<file path="config.mk">
export PLATFORM = sky130hd
export DESIGN_NAME = sha256_byte_stream_hasher
export DESIGN_NICKNAME = d
export VERILOG_FILES = /design/src/sha_pkg.sv /design/src/sha_ram.sv /design/src/sha_round.sv /design/src/sha256_byte_stream_hasher.sv
export SDC_FILE = /design/constraint.sdc
export NUM_CORES = 2
export LEC_CHECK = 0
export BUFFER_PORTS_ARGS = -buffer_cell sky130_fd_sc_hd__buf_2
export CORE_ASPECT_RATIO = 1.75
export CORE_MARGIN = 5
export CORE_UTILIZATION = 65
export CTS_CLUSTER_SIZE = 10
export DETAILED_ROUTE_END_ITERATION = 6
export GPL_TIMING_DRIVEN = 0
export PLACE_DENSITY = 0.85
export SYNTH_ARGS = -nofsm -noshare
export SYNTH_HDL_FRONTEND = slang
export SYNTH_MEMORY_MAX_BITS = 65536
export SYNTH_SLANG_ARGS = --single-unit
</file>
<file path="constraint.sdc">
create_clock -name clk -period 36.8 [get_ports clk]
set_input_delay 7.36 -clock clk [delete_from_list [all_inputs] [get_ports clk]]
set_output_delay 7.36 -clock clk [all_outputs]
set_load 0.01 [all_outputs]
</file>
<file path="src/sha_pkg.sv">
package sha_pkg;

  localparam int unsigned BlockBytes = 64;
  localparam int unsigned LenPos     = 56;
  localparam logic [7:0]  PadByte    = 8'h80;

  typedef enum logic [2:0] {
    ST_IDLE,
    ST_PAD,
    ST_LOAD,
    ST_ROUND,
    ST_FINAL,
    ST_EMIT
  } state_t;

  function automatic logic [31:0] round_k(input logic [5:0] r);
    logic [31:0] k;
    case (r)
      6'd0:  k = 32'h428a2f98; 6'd1:  k = 32'h71374491; 6'd2:  k = 32'hb5c0fbcf;
      6'd3:  k = 32'he9b5dba5; 6'd4:  k = 32'h3956c25b; 6'd5:  k = 32'h59f111f1;
      6'd6:  k = 32'h923f82a4; 6'd7:  k = 32'hab1c5ed5; 6'd8:  k = 32'hd807aa98;
      6'd9:  k = 32'h12835b01; 6'd10: k = 32'h243185be; 6'd11: k = 32'h550c7dc3;
      6'd12: k = 32'h72be5d74; 6'd13: k = 32'h80deb1fe; 6'd14: k = 32'h9bdc06a7;
      6'd15: k = 32'hc19bf174; 6'd16: k = 32'he49b69c1; 6'd17: k = 32'hefbe4786;
      6'd18: k = 32'h0fc19dc6; 6'd19: k = 32'h240ca1cc; 6'd20: k = 32'h2de92c6f;
      6'd21: k = 32'h4a7484aa; 6'd22: k = 32'h5cb0a9dc; 6'd23: k = 32'h76f988da;
      6'd24: k = 32'h983e5152; 6'd25: k = 32'ha831c66d; 6'd26: k = 32'hb00327c8;
      6'd27: k = 32'hbf597fc7; 6'd28: k = 32'hc6e00bf3; 6'd29: k = 32'hd5a79147;
      6'd30: k = 32'h06ca6351; 6'd31: k = 32'h14292967; 6'd32: k = 32'h27b70a85;
      6'd33: k = 32'h2e1b2138; 6'd34: k = 32'h4d2c6dfc; 6'd35: k = 32'h53380d13;
      6'd36: k = 32'h650a7354; 6'd37: k = 32'h766a0abb; 6'd38: k = 32'h81c2c92e;
      6'd39: k = 32'h92722c85; 6'd40: k = 32'ha2bfe8a1; 6'd41: k = 32'ha81a664b;
      6'd42: k = 32'hc24b8b70; 6'd43: k = 32'hc76c51a3; 6'd44: k = 32'hd192e819;
      6'd45: k = 32'hd6990624; 6'd46: k = 32'hf40e3585; 6'd47: k = 32'h106aa070;
      6'd48: k = 32'h19a4c116; 6'd49: k = 32'h1e376c08; 6'd50: k = 32'h2748774c;
      6'd51: k = 32'h34b0bcb5; 6'd52: k = 32'h391c0cb3; 6'd53: k = 32'h4ed8aa4a;
      6'd54: k = 32'h5b9cca4f; 6'd55: k = 32'h682e6ff3; 6'd56: k = 32'h748f82ee;
      6'd57: k = 32'h78a5636f; 6'd58: k = 32'h84c87814; 6'd59: k = 32'h8cc70208;
      6'd60: k = 32'h90befffa; 6'd61: k = 32'ha4506ceb; 6'd62: k = 32'hbef9a3f7;
      default: k = 32'hc67178f2;
    endcase
    return k;
  endfunction

  function automatic logic [31:0] init_hash(input logic [2:0] i);
    logic [31:0] h;
    case (i)
      3'd0: h = 32'h6a09e667; 3'd1: h = 32'hbb67ae85;
      3'd2: h = 32'h3c6ef372; 3'd3: h = 32'ha54ff53a;
      3'd4: h = 32'h510e527f; 3'd5: h = 32'h9b05688c;
      3'd6: h = 32'h1f83d9ab;
      default: h = 32'h5be0cd19;
    endcase
    return h;
  endfunction

  function automatic logic [31:0] rotr(input logic [31:0] x, input int unsigned n);
    return (x >> n) | (x << (32 - n));
  endfunction

endpackage

</file>
<file path="src/sha_ram.sv">
module sha_ram #(
  parameter int unsigned Width = 8,
  parameter int unsigned Depth = 64
) (
  input  logic                     clk,
  input  logic                     wr_en,
  input  logic [$clog2(Depth)-1:0] wr_addr,
  input  logic [Width-1:0]         wr_data,
  input  logic [$clog2(Depth)-1:0] rd_addr,
  output logic [Width-1:0]         rd_data
);

  logic [Width-1:0] mem [Depth];

  always_ff @(posedge clk) begin
    if (wr_en) begin
      mem[wr_addr] <= wr_data;
    end
    rd_data <= mem[rd_addr];
  end

endmodule

</file>
<file path="src/sha_round.sv">
// One SHA-256 round over the working variables.
module sha_round (
  input  logic [255:0] v_in,
  input  logic [31:0]  k,
  input  logic [31:0]  w,
  output logic [255:0] v_out
);
  import sha_pkg::*;

  logic [31:0] a, b, c, d, e, f, g, h, t1, t2;

  always_comb begin
    {a, b, c, d, e, f, g, h} = v_in;
    t1 = h + (rotr(e, 6) ^ rotr(e, 11) ^ rotr(e, 25)) + ((e & f) ^ (~e & g)) + k + w;
    t2 = (rotr(a, 2) ^ rotr(a, 13) ^ rotr(a, 22)) + ((a & b) ^ (a & c) ^ (b & c));
    v_out = {t1 + t2, a, b, c, d + t1, e, f, g};
  end

endmodule

</file>
<file path="src/sha256_byte_stream_hasher.sv">
// A byte that does not fill a block is written to the block memory as it is accepted; a byte
//   that fills a block starts a compression: the block load, the rounds and a chaining step.
// Closing item: pad bytes one per cycle up to the block end, one or two compressions,
//   then eight digest words, one per accepted output word.
// Throughput is set by the byte-wide load and the one-round-per-cycle loop; no input byte
//   is taken while a block compresses. Reset (rst_n low, synchronous): IV, counts to zero.
module sha256_byte_stream_hasher (
  input  logic        clk,
  input  logic        rst_n,
  input  logic        in_tvalid,
  output logic        in_tready,
  input  logic [7:0]  in_tdata,   // [7:0] msg_byte
  input  logic [0:0]  in_tuser,   // [0] byte_present
  input  logic        in_tlast,   // end_of_message
  output logic        out_tvalid,
  input  logic        out_tready,
  output logic [39:0] out_tdata,  // [31:0] digest_word, [34:32] word_index, zero pad
  output logic        out_tlast   // last_word
);
  import sha_pkg::*;

  state_t       state_r, state_nxt;
  logic [5:0]   fill_r;
  logic [63:0]  bits_r, total_r;
  logic [255:0] chain_r, v_r, v_round;
  logic [6:0]   rnd_r;        // round / load step counter
  logic         closing_r;    // compressing a block inside the pad sequence
  logic         pad80_r;      // 0x80 marker already written
  logic         final_blk_r;  // length field goes into the current block
  logic [2:0]   widx_r;

  // block memory, 64 bytes
  logic       bwe;
  logic [5:0] bwa, bra;
  logic [7:0] bwd, brd;
  // schedule window memories: four read ports made from duplicate copies
  logic       swe;
  logic [3:0] swa, sra0, sra1, sra2, sra3;
  logic [31:0] swd, srd0, srd1, srd2, srd3;
  logic [31:0] w_cur, s0, s1, wsum;
  logic [31:0] ld_word_r;

  sha_ram #(.Width(8), .Depth(BlockBytes)) u_blk (
    .clk(clk), .wr_en(bwe), .wr_addr(bwa), .wr_data(bwd), .rd_addr(bra), .rd_data(brd));
  sha_ram #(.Width(32), .Depth(16)) u_w0 (
    .clk(clk), .wr_en(swe), .wr_addr(swa), .wr_data(swd), .rd_addr(sra0), .rd_data(srd0));
  sha_ram #(.Width(32), .Depth(16)) u_w1 (
    .clk(clk), .wr_en(swe), .wr_addr(swa), .wr_data(swd), .rd_addr(sra1), .rd_data(srd1));
  sha_ram #(.Width(32), .Depth(16)) u_w2 (
    .clk(clk), .wr_en(swe), .wr_addr(swa), .wr_data(swd), .rd_addr(sra2), .rd_data(srd2));
  sha_ram #(.Width(32), .Depth(16)) u_w3 (
    .clk(clk), .wr_en(swe), .wr_addr(swa), .wr_data(swd), .rd_addr(sra3), .rd_data(srd3));

  sha_round u_rnd (.v_in(v_r), .k(round_k(rnd_r[5:0])), .w(w_cur), .v_out(v_round));

  // ST_LOAD: rnd_r 0..64 reads bytes; byte i arrives at step i+1, word written at
  //   step 4j+4. Then ST_ROUND with rnd_r = round; window reads are addressed for the next round.
  logic [3:0] rr;
  assign rr = rnd_r[3:0];
  assign s1 = rotr(srd0, 17) ^ rotr(srd0, 19) ^ (srd0 >> 10);
  assign s0 = rotr(srd1, 7) ^ rotr(srd1, 18) ^ (srd1 >> 3);
  assign wsum = s1 + srd2 + s0 + srd3;
  assign w_cur = (rnd_r < 7'd16) ? srd3 : wsum;

  logic [7:0] pad_byte;
  always_comb begin
    // 0x80 first, then zeros; length bytes at 56..63 of the last block, big-endian
    if (!pad80_r) begin
      pad_byte = PadByte;
    end else if (final_blk_r && fill_r >= 6'(LenPos)) begin
      pad_byte = total_r[{~fill_r[2:0], 3'b000} +: 8];
    end else begin
      pad_byte = 8'h00;
    end
  end

  always_comb begin
    state_nxt = state_r;
    in_tready = (state_r == ST_IDLE);
    bwe = 1'b0; bwa = fill_r; bwd = in_tdata; bra = rnd_r[5:0];
    swe = 1'b0; swa = rr; swd = ld_word_r;
    sra0 = 4'(rnd_r + 7'd15); sra1 = 4'(rnd_r + 7'd2);
    sra2 = 4'(rnd_r + 7'd10); sra3 = 4'(rnd_r + 7'd1);
    case (state_r)
      ST_IDLE: begin
        if (in_tvalid) begin
          bwe = in_tuser[0];
          if (in_tuser[0] && fill_r == 6'd63) begin
            state_nxt = ST_LOAD;
          end else if (in_tlast) begin
            state_nxt = ST_PAD;
          end
        end
      end
      ST_PAD: begin
        bwe = 1'b1; bwd = pad_byte;
        if (fill_r == 6'd63) begin
          state_nxt = ST_LOAD;
        end
      end
      ST_LOAD: begin
        swe = (rnd_r[1:0] == 2'd0) && (rnd_r != 7'd0);
        swa = 4'(rnd_r[5:2] - 4'd1);
        swd = {ld_word_r[23:0], brd};
        sra3 = 4'd0;
        if (rnd_r == 7'd64) begin
          state_nxt = ST_ROUND;
        end
      end
      ST_ROUND: begin
        swe = 1'b1; swa = rr; swd = w_cur;
        if (rnd_r == 7'd63) begin
          state_nxt = ST_FINAL;
        end
      end
      ST_FINAL: begin
        if (closing_r && final_blk_r) begin
          state_nxt = ST_EMIT;
        end else begin
          state_nxt = closing_r ? ST_PAD : ST_IDLE;
        end
      end
      ST_EMIT: begin
        if (out_tready && widx_r == 3'd7) begin
          state_nxt = ST_IDLE;
        end
      end
      default: state_nxt = ST_IDLE;
    endcase
  end

  // The load reads byte rnd_r and the registered read returns it at step rnd_r+1; last write at step 64.
  // rnd_r runs 0..64 in load; sra3 at step 64 fetches window[0] for round 0.
  always_ff @(posedge clk) begin
    if (!rst_n) begin
      state_r     <= ST_IDLE;
      fill_r      <= '0;
      bits_r      <= '0;
      rnd_r       <= '0;
      closing_r   <= 1'b0;
      pad80_r     <= 1'b0;
      final_blk_r <= 1'b0;
      widx_r      <= '0;
      for (int i = 0; i < 8; i++) chain_r[255 - 32 * i -: 32] <= init_hash(3'(i));
    end else begin
      state_r <= state_nxt;
      case (state_r)
        ST_IDLE: begin
          rnd_r       <= '0;
          pad80_r     <= 1'b0;
          final_blk_r <= 1'b0;
          if (in_tvalid) begin
            if (in_tuser[0]) begin
              fill_r <= fill_r + 6'd1;
              bits_r <= bits_r + 64'd8;
            end
            closing_r <= in_tlast;
            total_r   <= in_tuser[0] ? bits_r + 64'd8 : bits_r;
          end
        end
        ST_PAD: begin
          fill_r <= fill_r + 6'd1;
          rnd_r  <= '0;
          if (!pad80_r) begin
            // marker below byte 56 leaves room for the length in this block
            pad80_r     <= 1'b1;
            final_blk_r <= (fill_r < 6'(LenPos));
          end
        end
        ST_LOAD: begin
          ld_word_r <= {ld_word_r[23:0], brd};
          rnd_r <= (rnd_r == 7'd64) ? 7'd0 : rnd_r + 7'd1;
          v_r   <= chain_r;
        end
        ST_ROUND: begin
          v_r   <= v_round;
          rnd_r <= (rnd_r == 7'd63) ? 7'd64 : rnd_r + 7'd1;
        end
        ST_FINAL: begin
          for (int i = 0; i < 8; i++)
            chain_r[255 - 32 * i -: 32] <= chain_r[255 - 32 * i -: 32] + v_r[255 - 32 * i -: 32];
          // a block compressed after the marker leaves the length for the next one
          final_blk_r <= final_blk_r | pad80_r;
          rnd_r  <= '0;
          widx_r <= '0;
        end
        ST_EMIT: begin
          if (out_tready) begin
            widx_r <= widx_r + 3'd1;
            if (widx_r == 3'd7) begin
              fill_r    <= '0;
              bits_r    <= '0;
              closing_r <= 1'b0;
              for (int i = 0; i < 8; i++) chain_r[255 - 32 * i -: 32] <= init_hash(3'(i));
            end
          end
        end
        default: ;
      endcase
    end
  end

  assign out_tvalid = (state_r == ST_EMIT);
  assign out_tdata  = {5'd0, widx_r, chain_r[255 - 32 * widx_r -: 32]};
  assign out_tlast  = (widx_r == 3'd7);

endmodule

</file>
==> impl_metrics.py, run 1 <==
metrics = {
    "global_route": {
        "track_usage_pct": 64.2,
        "grt_pass1_wl_um": 793000,
        "grt_pass1_vias": 100108,
        "grt.overflow.total": 8,
        "grt_start_max_net_pins": 45,
    },
    "yosys": {
        "yosysUniqueCellTypes": 108,
        "ys_warn_count": 0,
        "synthArstFlopShare_pct": 0,
        "syn_inst": 8827,
        "post-synth-top-area-cell": "edfxtp_1",
        "synthTopCellsByCount": "1373 x edfxtp_1, 698 x mux4_2, 641 x nand2_1",
        "synth-edff-count": 1373,
        "syn_area_um2": 109000,
        "synth_top_area_share_pct": 37.8,
        "synth.avg_cell_area_um2": 12.4,
        "synth_seq_area_share_pct": 47.1,
        "ys_seq_elements": 1880,
        "synthTopCellsByArea": "edfxtp_1 38%, mux4_2 14%, dfxtp_1 9.3%",
        "synth-main-ff-cell": "edfxtp_1",
        "yosysMostFrequentCell": "edfxtp_1",
    },
    "place": {
        "portBuffers": 50,
        "hpwl_um": 379000,
        "routabilityCongestion": 1.13,
    },
    "cts": {
        "cts.hold.buffers_added": 0,
        "cts_root_buf": "clkbuf_16",
        "cts.sinks": 1880,
        "post_cts_buffers": 0,
        "htreeDepth": 4,
        "cts_buffers": 216,
        "cts_buffer_depth": 4,
        "cts-resized-gates": 0,
    },
    "outcome": {
        "error": "[ERROR GRT-0116] Global routing finished with congestion. Check the congestion regions in the DRC Viewer.",
        "stop_stage": "5_1_grt",
        "status": "stopped before the end",
    },
    "floorplanning": {
        "die-width_um": 320,
        "initial_core_util_pct": 65.1,
        "die_y_um": 552,
        "num_io_pins": 57,
        "rows": 199,
    },
}
==> metal layers <==
layer / GRT overflow / GRT usage [%]
met3: 0 / 38.8
met1: 0 / 57.5
met4: 3 / 75.1
met5: 0 / 9.00
met2: 5 / 90.6
==> metrics by stage <==
step | setup WS, ns | instances | area [um2] | hold slack (ns) | utilization [%]
after CTS | 24.65 | 11537 | 120000 | 0.452 | 71.4
after detailed placement | 24.50 | 11159 | 113000 | 0.478 | 67.7
after floorplan | 17.26 | 8831 | 109000 | 0.408 | -
after global placement | 8.84 | 11092 | 112000 | 0.456 | 66.9
==> cells by family after synthesis <==
family / synth area share, %
AOI/OAI and AO/OA: 11.0
xor gates and xnor gates: 5.20
buffers and inverters: 3.45
DFF: 47.1
and+or+nand+nor: 7.32
muxes: 17.7
adders and majority gates: 8.22
other: 0.00344
==> inputs of run 2 (changes only) <==
- CORE_ASPECT_RATIO: 1.75 -> default
- CORE_UTILIZATION: 65 -> 40
- CTS_CLUSTER_SIZE: 10 -> default
- PLACE_DENSITY: 0.85 -> default
- PLACE_DENSITY_LB_ADDON: default -> 0.15
==> run 2 against run 1 <==
Effect of this change:
- the flow now finishes, with violations (DRC, capacitance limit, slew limit)
- synthesized cell count stayed put
- synthesized area is the same
==> impl_metrics.py, run 2 <==
metrics = {
    "critical_path": {
        "cp_max_fo": 6,
        "cp_slowest_stage_delay_ns": 0.83,
        "cp.required_ns": 37.40,
        "path_buf_inv": 4,
        "path_class": "flip-flop to flip-flop",
        "cp_data_arrival_time_ns": 12.69,
        "crit_family": "compound AO/OA/AOI/OAI gates",
        "startpoint_type": "flip-flop",
        "slowest_stage": "a21oi_1",
        "worstSetupEndpointType": "flip-flop",
        "cp_common_cell": "fa_1",
    },
    "place": {
        "hpwl_um": 327000,
        "portBuffers": 50,
        "routabilityCongestion": 0.988,
        "dp.cells": 12525,
    },
    "global_route": {
        "grt_pass1_vias": 78313,
        "grt.overflow.total": 0,
        "antenna_found_initial": 35,
        "grt_start_max_net_pins": 38,
        "grt_pass1_wl_um": 596000,
        "track_usage_pct": 29.4,
    },
    "yosys": {
        "post-synth-top-area-cell": "edfxtp_1",
        "ys_seq_elements": 1880,
        "synthArstFlopShare_pct": 0,
        "syn_area_um2": 109000,
        "synth.avg_cell_area_um2": 12.4,
        "synthTopCellsByCount": "1373 x edfxtp_1, 698 x mux4_2, 641 x nand2_1",
        "yosysMostFrequentCell": "edfxtp_1",
        "synth_seq_area_share_pct": 47.1,
        "synth_top_area_share_pct": 37.8,
        "synth-edff-count": 1373,
        "ys_warn_count": 0,
        "yosysUniqueCellTypes": 108,
        "syn_inst": 8827,
        "synth-main-ff-cell": "edfxtp_1",
        "synthTopCellsByArea": "edfxtp_1 38%, mux4_2 14%, dfxtp_1 9.3%",
    },
    "layout": {
        "fin_cells": 12942,
        "nets": 9787,
        "multi_input_area_um2": 54300,
        "seqCellArea_um2": 51400,
        "layout_commonest_cell": "edfxtp_1",
        "final_cell_mix": "1373 x edfxtp_1, 698 x mux4_2, 641 x nand2_1",
        "syn2layout_area_growth_pct": 12.6,
        "largest_register": "u_blk.mem",
        "drive_above_1_share_pct": 16.9,
        "fill_cells": 24611,
        "largest_reg_flops": 512,
    },
    "route": {
        "ant_nets": 0,
        "first_iter_violations": 8837,
        "drc": 2,
        "routed_wl_um": 430000,
        "dr.pass1.iters": 7,
        "via_per_inst": 6.15,
        "via_count": 79633,
        "drt-wirelength-per-cell_um": 33.2,
    },
    "floorplanning": {
        "die_y_um": 532,
        "dieArea_um2": 283000,
        "num_io_pins": 57,
        "initial_core_util_pct": 40.2,
        "rows": 191,
        "core_um2": 271000,
        "die-width_um": 532,
    },
    "outcome": {
        "violations": "DRC, capacitance limit, slew limit",
        "status": "finished with violations",
    },
    "power_and_ir_drop": {
        "powerDensity_nw_per_um2": 97.0,
        "vdd_drop_max_mv": 0.183,
        "p_leak_uw": 0.0428,
    },
    "job": {
        "max-cap-violations": 5,
    },
    "cts": {
        "cts_root_buf": "clkbuf_16",
        "post_cts_buffers": 0,
        "cts_buffers": 216,
        "cts.sinks": 1880,
        "clkTransAtPathRegs_ns": 0.06,
        "cts_buffer_depth": 4,
        "cts_tree": "done",
        "cts-resized-gates": 0,
        "insertion_delay_ns": 0.96,
        "htreeDepth": 4,
        "cts.hold.buffers_added": 0,
    },
    "timing": {
        "worst_pin_slew_ns": 1.62,
        "finalHoldViolCount": 0,
        "max_freq_mhz": 82.7,
        "slew_headroom_pct": -9.36,
        "finClkSkew_ns": 0.0973,
        "final.setup.tns_ns": 0,
        "rsz0062_at_grt": "false",
        "maxSlewViolCount": 7,
        "timing.final.crit_period_ns": 12.09,
        "finalCritPeriodShare_pct": 32.8,
        "setup_violations": 0,
    },
    "worst_hold_path": {
        "hp-class": "flip-flop to flip-flop",
    },
}
==> run 2: cell counts after synthesis <==
No cell type changed its count.
==> run 2: layout make-up <==
cell class | instances | area share, %
flip-flops and latches | 1880 | 41.8
well taps | 3570 | 3.64
inverters | 478 | 1.46
diodes | 13 | 0.0265
clock buffers | 287 | 4.85
clock inverters | 114 | 1.11
repair buffers | 127 | 1.32
multi-input cells | 5975 | 44.2
plain buffers | 498 | 1.62
==> run 2: cell families after synthesis <==
group                      share of synthesized area, %
and+or+nand+nor                                    7.32
adders and majority gates                          8.22
buffers and inverters                              3.45
other                                           0.00344
DFF                                                47.1
muxes                                              17.7
AOI/OAI and AO/OA                                  11.0
xor gates and xnor gates                           5.20
==> run 2: worst paths after layout <==
path	startpoint	endpoint	slack [ns]	cells after the start
max	u_w1.rd_data[4]	v_r[255]	24.71	39
min	ld_word_r[12]	ld_word_r[20]	0.47	0
min reg2reg	ld_word_r[12]	ld_word_r[20]	0.47	0
max reg2reg	u_w1.rd_data[4]	v_r[255]	24.71	39
==> run 2: metrics by stage <==
step | hold WS (ns) | total power (uW) | util [%] | area [um2] | setup slack (ns)
final | 0.470 | 11900 | 45.3 | 123000 | 24.71
after global routing | 0.488 | 12600 | 45.3 | 123000 | 24.40
after CTS | 0.476 | 11900 | 45.3 | 123000 | 24.56
after detailed placement | 0.462 | 9610 | 42.6 | 115000 | 24.55
after global placement | 0.460 | 9550 | 42.0 | 114000 | 9.12
after floorplan | 0.408 | 7530 | - | 109000 | 17.26
==> run 2: layer usage <==
layer	GRT usage, %	routed length (um)	vias up
li1	-	-	34023
met1	37.4	166000	40596
met2	47.8	201000	4026
met3	6.11	36700	970
met4	15.0	25700	18
met5	0	118	-
==> run 2: power by group <==
part / switching [uW] / internal (uW)
Combinational: 4300 / 2750
Clock: 937 / 1320
Sequential: 123 / 2480
==> run 2: worst register-to-register path: cells and delay by family, from the launching register on <==
family | cells | cell delay [ns]
AO/OA/AOI/OAI | 16 | 4.30
XOR/XNOR | 5 | 1.43
adder cells (fa/ha/maj) | 9 | 3.96
buffers and inverters | 4 | 0.31
flip-flops | 1 | 0.69
AND/OR/NAND/NOR | 5 | 1.10
Note: power is estimated with default switching activity, not from simulation.
